--- config.mk ---
export PLATFORM = sky130hd
export DESIGN_NAME = bpfa_ctrl
export DESIGN_NICKNAME = d
export VERILOG_FILES = /design/src/bpfa_pkg.sv /design/src/bpfa_ctrl.sv
export SDC_FILE = /design/constraint.sdc
export NUM_CORES = 1
export LEC_CHECK = 0
export BUFFER_PORTS_ARGS = -buffer_cell sky130_fd_sc_hd__buf_2
export CORE_AREA = 2 2 39 41
export CTS_CLUSTER_DIAMETER = 100
export CTS_CLUSTER_SIZE = 24
export DETAILED_ROUTE_END_ITERATION = 10
export DIE_AREA = 0 0 41 43
export GPL_ROUTABILITY_DRIVEN = 0
export PLACE_DENSITY_LB_ADDON = 0.15
export SLEW_MARGIN = 20
export SYNTH_ARGS = -nofsm -noshare
export SYNTH_HDL_FRONTEND = slang
export SYNTH_SLANG_ARGS = --single-unit
--- constraint.sdc ---
create_clock -name clk -period 3.4 [get_ports clk]
set_input_delay 0.68 -clock clk [delete_from_list [all_inputs] [get_ports clk]]
set_output_delay 0.68 -clock clk [all_outputs]
set_load 0.02 [all_outputs]
--- src/bpfa_pkg.sv ---
// shared types, constants and helpers of the bitmap page frame allocator
package bpfa_pkg;

  localparam int ROW_BYTES = 8;
  localparam int LANE_W    = 3;
  localparam int BIT_W     = 3;
  localparam int ADDR_W    = 32;
  localparam int CMP_W     = 32;
  localparam int CFG_W     = 13;
  localparam int OP_W      = 2;
  localparam int STS_W     = 2;

  localparam logic [CFG_W-1:0] CFG_RESET = 13'd4096;
  localparam logic [7:0]       FULL_BYTE = 8'hFF;

  localparam logic [OP_W-1:0] OP_ALLOC = 2'd0;
  localparam logic [OP_W-1:0] OP_FREE  = 2'd1;
  localparam logic [OP_W-1:0] OP_QUERY = 2'd2;

  localparam logic [STS_W-1:0] STS_OK    = 2'd0;
  localparam logic [STS_W-1:0] STS_EMPTY = 2'd1;
  localparam logic [STS_W-1:0] STS_RANGE = 2'd2;

  typedef enum logic [2:0] {
    S_CLEAR,
    S_IDLE,
    S_DECODE,
    S_EVAL,
    S_FINISH
  } state_t;

  typedef struct packed {
    logic clr_wr;
    logic latch_in;
    logic decode;
    logic eval;
    logic load_out;
  } cmd_t;

  typedef struct packed {
    logic clr_last;
    logic need_eval;
    logic eval_done;
    logic out_free;
  } sts_t;

  function automatic logic [BIT_W-1:0] lowest_clear(input logic [7:0] v);
    logic [BIT_W-1:0] k;
    k = '0;
    for (int i = 7; i >= 0; i--) begin
      if (!v[i]) begin
        k = BIT_W'(i);
      end
    end
    return k;
  endfunction

endpackage

--- src/bpfa_ctrl.sv ---
// controller state machine of the bitmap page frame allocator
module bpfa_ctrl (
  input  logic           clk,
  input  logic           rst_n,
  input  logic           in_valid,
  output logic           in_stall,
  input  bpfa_pkg::sts_t sts,
  output bpfa_pkg::cmd_t cmd
);
  import bpfa_pkg::*;

  state_t state_r;
  state_t state_nxt;

  always_ff @(posedge clk) begin
    if (!rst_n) begin
      state_r <= S_CLEAR;
    end else begin
      state_r <= state_nxt;
    end
  end

  always_comb begin
    state_nxt = state_r;
    unique case (state_r)
      S_CLEAR: begin
        if (sts.clr_last) begin
          state_nxt = S_IDLE;
        end
      end
      S_IDLE: begin
        if (in_valid) begin
          state_nxt = S_DECODE;
        end
      end
      S_DECODE: begin
        state_nxt = sts.need_eval ? S_EVAL : S_FINISH;
      end
      S_EVAL: begin
        if (sts.eval_done) begin
          state_nxt = S_FINISH;
        end
      end
      S_FINISH: begin
        if (sts.out_free) begin
          state_nxt = S_IDLE;
        end
      end
      default: begin
        state_nxt = S_CLEAR;
      end
    endcase
  end

  always_comb begin
    cmd      = '0;
    in_stall = 1'b1;
    unique case (state_r)
      S_CLEAR: begin
        cmd.clr_wr = 1'b1;
      end
      S_IDLE: begin
        in_stall     = 1'b0;
        cmd.latch_in = in_valid;
      end
      S_DECODE: begin
        cmd.decode = 1'b1;
      end
      S_EVAL: begin
        cmd.eval = 1'b1;
      end
      S_FINISH: begin
        cmd.load_out = sts.out_free;
      end
      default: begin
        cmd = '0;
      end
    endcase
  end

  a_accept_to_decode: assert property (@(posedge clk) disable iff (!rst_n)
    (in_valid && !in_stall) |=> (state_r == S_DECODE))
    else $error("accepted request did not move to decode");

  a_finish_to_idle: assert property (@(posedge clk) disable iff (!rst_n)
    (state_r == S_FINISH && sts.out_free) |=> (state_r == S_IDLE))
    else $error("finished request did not return to idle");

  a_scan_holds: assert property (@(posedge clk) disable iff (!rst_n)
    (state_r == S_EVAL && !sts.eval_done) |=> (state_r == S_EVAL))
    else $error("scan left before completion");

  a_one_cmd: assert property (@(posedge clk) disable iff (!rst_n)
    $onehot0(cmd))
    else $error("more than one datapath command active");

endmodule

[Word-level counts from Yosys, hierarchy flattened]
Index checks and enable logic that the tools add are counted.
Cells by class
  equal/unequal tests: 8
  muxes and demuxes: 12
  reduce and logical (&&, ||, !) cells: 2
Operators by type and width (count)
  $mux 3: 5
  $pmux 3 s5: 1
  $ne 2x2->1 const B: 4
  $eq 3x2->1 const B: 2
  $mux 1: 6
  $reduce_and 4->1: 1
  $eq 3x1->1 const B: 1
  $eq 3x3->1 const B: 1
  $logic_not 3->1: 1
Storage, ports and cells
  register bits: 3
  bits of input ports: 7
  output and inout port bits: 6
  word-level logic and storage cells: 23

[Logic depth before layout (Yosys ltp)]
Gate-level depths: netlist (run 1).
  depth after elaboration: 3
  gate-level depth with buffers: 4
  mapped depth without buffers: 4

[Worst setup path before layout (run 1)]
No wires, ideal clock.
  path type: register -> output
  start point: reg state_r[2]
  end point: out cmd[0] (netlist name)
  arrival: 1083 ps
  data required time: 2720 ps
  path slack: 1637 ps
  stages on the path, launching flop included: 3
  buffers on the path: 0
  cell sequence: dfxtp_1 or3b_1 nor2_1
RTL lines
  start: declaration: line bpfa_ctrl.sv:12  | state_t state_r;
  start signal: assignment: line bpfa_ctrl.sv:19  | state_r <= state_nxt;
  end: declaration: line bpfa_ctrl.sv:8  | output bpfa_pkg::cmd_t cmd

==> reports/results.ini, run 1 <==
[global_route]
grt_max_degree = 14
grt_pass1_vias = 204
overflow = 0
antenna_found_initial = 0
grt_usage_pct = 7.32
grt_pass1_wl_um = 814

[worst_setup_path]
r2r_end = state_r[1]
arrival_ps = 1360
critical_path_class = flop to output pin
crit_path_top_delay_cell = or3b_1
startpoint_type = flop
cp-end-kind = output pin
cp_slowest_stage_delay_ps = 450
rr_worst_depth = 4
r2r-start = state_r[0]
path_buf_inv = 1
cp_max_fo = 13
path_cells = or3b_1 > nor2_1 > buf_2
crit_required_ps = 2720
reg2reg_slack_ps = 1850
path_delay_family = simple AND/OR/NAND/NOR gates

[sta]
maxSlewViolCount = 0
worst_slack_ps = 1360
post-route-period-util_pct = 60.0
whs_ps = 644
maxSlewHeadroom_pct = 73.5
worst_pin_slew_ps = 397
finalCriticalPeriod_ps = 2040
setup_viol = 0
max_freq_mhz = 490
finalSetupTns_ps = 0
grt_setup_unrepaired = no
final-hold-violation-count = 0
fin_skew_ps = 0.563

[floorplanning]
die_x_um = 41
start_util_pct = 17.4
die_h_um = 43
pin_count = 13
die_area_um2 = 1760
rows = 14
core_um2 = 1380

[routing]
wire_per_inst_um = 9.44
drtAntennaViolNets = 0
vias_per_cell = 4.32
first_iter_violations = 5
via_count = 272
routed_wl_um = 595
dr.pass1.iters = 4
drc = 0

[synthesis]
yosys-top-cells-area = dfxtp_1 25%, mux2i_1 8.3%, and3_1 7.8%, nand3b_1 6.3%, nor2_1 6.3%
synth_edf_count = 0
ys_types = 19
yosys-top-cells-count = 4 x nor2_1, 3 x and3_1, 3 x dfxtp_1, 3 x inv_1, 3 x nand2_1
syn-cell-area_um2 = 240
yosysWarningCount = 0
syn_nets = 40
yosys.area.top_type = dfxtp_1
syn_inst = 33
avgSynthCellArea_um2 = 7.28
synth_top_area_share_pct = 25.0
async_flop_share_pct = 0
ys.flop_type = dfxtp_1
ys_seq_area_share_pct = 25.0
ys_ff_latch = 3
synth.most_common_cell = nor2_1

[layout]
antenna_cells = 0
largest-register = state_r
fillers = 161
syn2layout_area_growth_pct = 40.1
top_regs = state_r: 3 flops
drive_gt1_share_pct = 34.0
final_nets = 55
multi_input_area_um2 = 159
largest_reg_flops = 3
regArea_um2 = 60.1

[clock_tree]
cts-root-buf = clkbuf_4
h-tree-depth = 1
hold_buffers = 0
cts_tree = built
clk_latency_ps = 230
cts_resized = 0
cts_buffer_depth = 2
clk_pin_slew_ps = 40
cts_num_sinks = 3
cts_setup_buffers = 0
cts_buffers = 3

[power_and_ir_drop]
p_leak_nw = 0.173
ir_drop_v = 0.000233
powerDensity_nw_per_um2 = 749

[placement]
numPortBuffers = 12
dp_hpwl_um = 445
pre_cts_ws_ps = 1600

[hold_path]
hold-path-cell-count = 2
hold_path_end = state_r[0]
hold_path_startpoint = state_r[0]
min_path_type = flop to flop

[outcome]
status = complete, no violations

[job]
cap_violations = 0

## worst max-delay path by stage
stage | slack, ps | startpoint | endpoint | cells after the start
floorplan | 1640 | state_r[2] | cmd[0] | 2
global placement | 1580 | sts[3] | state_r[1] | 5
detailed placement | 1600 | state_r[0] | cmd[0] | 3
CTS | 1340 | state_r[2] | cmd[0] | 3
global route | 1290 | state_r[0] | cmd[0] | 3
finish | 1360 | state_r[0] | cmd[0] | 3
## cells by family after synthesis
group           synth area share [%]
flops                           25.0
compound gates                  15.1
buf+inv                         8.85
simple gates                    42.7
mux                             8.33
## cells in the final DEF (no fill, tap or decap), drive strengths merged
cell type / instances
buf: 12
nor2: 5
clkbuf: 4
nand2: 3
inv: 3
and3: 3
dfxtp: 3
nand3b: 2
mux2i: 2
nor3b: 1
nor3: 1
or3b: 1
or3: 1
a21oi: 1
a311oi: 1
a41o: 1
nor4b: 1
o21a: 1
o21ai: 1
## stage by stage
step	total power [mW]	std cells	util [%]	area, µm²
after floorplan	0.160	33	-	240
after global placement	0.194	59	22.4	310
after detailed placement	0.192	59	22.4	310
after CTS	0.257	63	24.3	337
after global routing	0.275	63	24.3	337
final	0.252	63	24.3	337
## area by class of cell
class                   count  area share (%)
flip-flops and latches      3            17.8
repair buffers             12            17.8
clock buffers               4            7.81
multi-input cells          25            47.2
inverters                   3            3.35
well taps                  16            5.95
## worst register-to-register path, cell delays in order, from the launching register on
cell and delay [ps]:
dfxtp_1 420, or3_1 410, a21oi_1 240, a311oi_1 110
a41o_1 260
## report_power, final
part	total, mW	leakage (nW)	switching (mW)	internal [mW]
sequential	0.0757	0.0246	0.0297	0.0460
combinational	0.115	0.133	0.0631	0.0518
clock	0.0613	0.0150	0.0174	0.0439
total	0.252	0.173	0.110	0.142
## metal layers
metal / global-route usage (%) / up-vias / share of wire (%)
met2: 8.75 / 9 / 43
met5: 0 / - / 0
met1: 8.65 / 119 / 51
met3: 4.71 / 0 / 6.1
met4: 6.00 / 0 / 0
li1: - / 144 / -
No activity file was read; power rests on OpenSTA's default activity.
==> run 2: changes to the inputs <==
==> constraint.sdc (replaced) <==
create_clock -name clk -period 1.8 [get_ports clk]
set_input_delay 0.36 -clock clk [delete_from_list [all_inputs] [get_ports clk]]
set_output_delay 0.36 -clock clk [all_outputs]
set_load 0.02 [all_outputs]
==> run 2 against run 1 <==
Effect of this change:
- non-clock buffer count is 2 higher
- clock power is 88% higher
- total power up 99%
- register-to-register slack lost 1500 ps
- sequential share of layout area shrank 0.47 points
- worst hold slack lost 250 ps
- wire length is 5.7% higher
- global-route usage up 1.8 points
- utilization rose by 1.2 points
- first-iteration DRC count decreased by 20%
- design area grew 4.8%
- largest cell class unchanged
- largest power group unchanged
- highest routed layer unchanged
==> reports/results.ini, run 2 (synthesized netlist as in run 1, its figures left out) <==
[routing]
first_iter_violations = 4
drc = 0
dr_wl_met2_um = 295
routed_wl_um = 629
wl_met3_um = 51
topRoutingLayerUsed = met3
wire_per_inst_um = 9.68
dr.pass1.iters = 4
drtAntennaViolNets = 0
met1_length_um = 282
vias_per_cell = 4.32
via_count = 281

[floorplanning]
die_x_um = 41
core_um2 = 1380
start_util_pct = 17.4
die_h_um = 43
rows = 14
die_area_um2 = 1760
pin_count = 13

[worst_setup_path]
crit_start = state_r[2]
path_cells = or3b_1 > nor2_1 > buf_2
crit_required_ps = 1440
cp_max_fo = 8
cp-end-kind = output pin
cp_slowest_stage_delay_ps = 390
startpoint_type = flop
critical_path_class = flop to output pin
arrival_ps = 1270
crit_path_top_delay_cell = or3b_1
r2r-start = state_r[1]

[outcome]
status = complete, no violations

[clock_tree]
cts_resized = 0
hold_buffers = 0
cts-root-buf = clkbuf_4
cts_tree = built
cts_buffer_depth = 2
cts_setup_buffers = 0
clk_latency_ps = 230
cts_buffers = 3
h-tree-depth = 1
clk_pin_slew_ps = 40
cts_num_sinks = 3

[sta]
whs_ps = 395
worst_pin_slew_ps = 399
finalCriticalPeriod_ps = 1630
finalSetupTns_ps = 0
maxSlewViolCount = 0
final-hold-violation-count = 0
grt_setup_unrepaired = no
max_freq_mhz = 614
worst_slack_ps = 171
fin_skew_ps = 0.445
maxSlewHeadroom_pct = 73.2
post-route-period-util_pct = 90.5
setup_viol = 0

[hold_path]
min_path_type = input port to flop
hold_path_startpoint = rst_n

[power_and_ir_drop]
p_sw_uw = 212
ir_drop_v = 0.000242
power_frac_clock_pct = 23.0
powerDensity_nw_per_um2 = 1420
swShare_pct = 42.3
p_leak_nw = 0.184
p_int_uw = 289
comb_power_share_pct = 54.1
power_frac_seq_pct = 22.9

[placement]
pre_cts_ws_ps = 314
dp_hpwl_um = 499
placed_cell_area_um2 = 325
numPortBuffers = 12

[job]
cap_violations = 0

[global_route]
grt_pass1_vias = 261
antenna_found_initial = 0
overflow = 0
grt_usage_pct = 9.13
grt_max_degree = 11
grt_pass1_wl_mm = 1.01

[layout]
top_regs = state_r: 3 flops
fillers = 162
final_cell_mix = 12 x buf_2, 4 x nor2_1
regArea_um2 = 61.3
syn2layout_area_growth_pct = 46.9
largest-register = state_r
final_nets = 57
drive_gt1_share_pct = 38.8
stdcell_area_um2 = 353
antenna_cells = 0
multi_input_area_um2 = 159
largest_reg_flops = 3
mostFrequentLayoutCell = buf_2
final_util_pct = 25.5

## run 2: layout make-up
class | instances | area share [%]
sequential | 3 | 17.4
multi-input combinational | 25 | 45.0
timing repair buffer | 14 | 21.3
tap | 16 | 5.67
inverter | 3 | 3.19
clock buffer | 4 | 7.45
## run 2: routing by layer
metal / vias to the layer above / GRT usage, %
met3: 0 / 4.71
li1: 150 / -
met5: - / 0
met4: 0 / 8.00
met1: 119 / 8.65
met2: 12 / 13.4
## run 2: path summary, 6_finish.rpt
path,to,depth (start not counted),slack (ps)
hold reg to reg,state_r[1],2,620
setup / recovery,cmd[0],3,170
setup reg to reg,state_r[1],4,370
hold / removal,state_r[2],2,390
## run 2: power groups by stage
| stage | clock network (mW) | registers (mW) | logic [mW] |
|---|---|---|---|
| floorplan | 0 | 0.101 | 0.201 |
| global placement | 0 | 0.118 | 0.277 |
| detailed placement | 0 | 0.116 | 0.274 |
| CTS | 0.122 | 0.115 | 0.274 |
| global route | 0.138 | 0.121 | 0.302 |
| finish | 0.115 | 0.115 | 0.271 |
## run 2: metrics by stage
stage | power (mW) | std cells
3_5_place_dp | 0.390 | 61
3_3_place_gp | 0.395 | 61
5_1_grt | 0.560 | 65
4_1_cts | 0.512 | 65
2_1_floorplan | 0.302 | 33
6_report | 0.501 | 65
## run 2: critical path, delay by kind of cell (launching register included)
kind / cells / cell delay (ps)
buffers and inverters: 1 / 170
flip-flops: 1 / 380
AND/OR/NAND/NOR: 2 / 490
==> run 3: changes to the inputs <==
--- a/config.mk
+++ b/config.mk
@@ -7,11 +7,11 @@
 export LEC_CHECK = 0
 export BUFFER_PORTS_ARGS = -buffer_cell sky130_fd_sc_hd__buf_2
 export CORE_AREA = 2 2 39 41
+export CTS_BUF_LIST = sky130_fd_sc_hd__clkbuf_4
 export CTS_CLUSTER_DIAMETER = 100
 export CTS_CLUSTER_SIZE = 24
 export DETAILED_ROUTE_END_ITERATION = 10
 export DIE_AREA = 0 0 41 43
-export GPL_ROUTABILITY_DRIVEN = 0
 export PLACE_DENSITY_LB_ADDON = 0.15
 export SLEW_MARGIN = 20
 export SYNTH_ARGS = -nofsm -noshare
==> run 3 against run 2 <==
Effect of this change:
- non-clock buffer count unchanged
- final cell count unchanged
- sequential share of layout area down 0.18 points
- clock power up 14%
- worst hold slack worse by 1.3 ps
- sequential cell count unchanged
- clock-buffer cell count unchanged
- clock skew about the same
- highest routed layer unchanged
- combinational power about the same
- wire length up 0.32%
- die area unchanged
==> reports/results.ini, run 3 (synthesized netlist as in run 1, its figures left out) <==
[outcome]
status = complete, no violations

[global_route]
grt_pass1_vias = 261
grt_max_degree = 11
grt_pass1_wl_mm = 1.01
grt_usage_pct = 9.13
overflow = 0
antenna_found_initial = 0

[placement]
dp_hpwl_um = 499
place.gp.congestion = 0.736
numPortBuffers = 12
pre_cts_ws_ps = 314

[clock_tree]
cts_buffers = 3
cts_num_sinks = 3
h-tree-depth = 1
clk_latency_ps = 230
cts-root-buf = clkbuf_4
clk_pin_slew_ps = 40
cts_buffer_depth = 2
cts_tree = built

[sta]
worst_pin_slew_ps = 400
final-hold-violation-count = 0
maxSlewViolCount = 0
setup_viol = 0
finalSetupTns_ps = 0
maxSlewHeadroom_pct = 73.2
worst_slack_ps = 170
fin_skew_ps = 0.434
grt_setup_unrepaired = no
whs_ps = 394
post-route-period-util_pct = 90.6
max_freq_mhz = 613
finalCriticalPeriod_ps = 1630

[routing]
via_count = 281
routed_wl_um = 631
dr.pass1.iters = 4
first_iter_violations = 4
vias_per_cell = 4.32
drtAntennaViolNets = 0
drc = 0
wire_per_inst_um = 9.71

[worst_setup_path]
startpoint_type = flop
crit_required_ps = 1440
reg2reg_slack_ps = 370
arrival_ps = 1270
critical_path_class = flop to output pin
cp-end-kind = output pin
cp_max_fo = 8

[floorplanning]
rows = 14
die_h_um = 43
core_um2 = 1380
pin_count = 13
start_util_pct = 17.4
die_area_um2 = 1760
die_x_um = 41

[layout]
final_nets = 57
drive_gt1_share_pct = 40.8
final_cell_mix = 12 x buf_2, 4 x nor2_1, 4 x clkbuf_4
final_util_pct = 25.8
syn2layout_area_growth_pct = 48.4
mostFrequentLayoutCell = buf_2
antenna_cells = 0
top_regs = state_r: 3 flops
largest_reg_flops = 3
largest-register = state_r

[power_and_ir_drop]
ir_drop_v = 0.000243
powerDensity_nw_per_um2 = 1450
p_leak_nw = 0.187
power_uw = 517

[job]
cap_violations = 0

[hold_path]
min_path_type = input port to flop

## run 3: cell counts in the layout (fill, tap and decap cells not counted)
No cell type changed its count.
## run 3: critical path, stage by stage, from the launching register on
cell,delay [ps]
dfxtp_2,380
or3b_1,390
nor2_1,100
buf_2,170
## run 3: worst paths after layout
| path | from | to | cells past startpoint |
|---|---|---|---|
| setup / recovery | state_r[2] | cmd[0] | 3 |
| hold / removal | rst_n | state_r[2] | 2 |
| setup reg to reg | state_r[1] | state_r[1] | 4 |
| hold reg to reg | state_r[2] | state_r[1] | 2 |
## run 3: metal layers
metal | up-vias | part of all wire, % | wire length [µm] | global-route usage [%]
met4 | 0 | 0 | 0 | 8.00
met2 | 12 | 47 | 298 | 13.4
met3 | 0 | 8.1 | 51 | 4.71
met1 | 119 | 45 | 281 | 8.65
li1 | 150 | - | - | -
met5 | - | 0 | 0 | 0
## run 3: stage by stage
stage               instances  area (µm²)
floorplan                  33         240
global placement           61         325
detailed placement         61         325
CTS                        65         355
global route               65         357
finish                     65         357
## run 3: what timing repair did
| action | 4_1_cts | 5_1_grt |
|---|---|---|
| setup buffers | 0 | 0 |
| resized for setup | 0 | 1 |
| hold buffers | 0 | 0 |
| endpoints found under the setup margin | 0 | 1 |
## run 3: final cells by class
cell class | instances | area (µm²)
Clock buffer | 4 | 30.0
Fill cell | 162 | 1030
Inverter | 3 | 11.3
Multi-Input combinational cell | 25 | 159
Sequential cell | 3 | 61.3
Tap cell | 16 | 20.0
Timing Repair Buffer | 14 | 75.1
## run 3: power breakdown
group	total, mW	leakage [nW]	switching [mW]	internal (mW)
combinational	0.271	0.144	0.153	0.118
clock	0.131	0.0184	0.0329	0.0980
sequential	0.115	0.0251	0.0272	0.0876
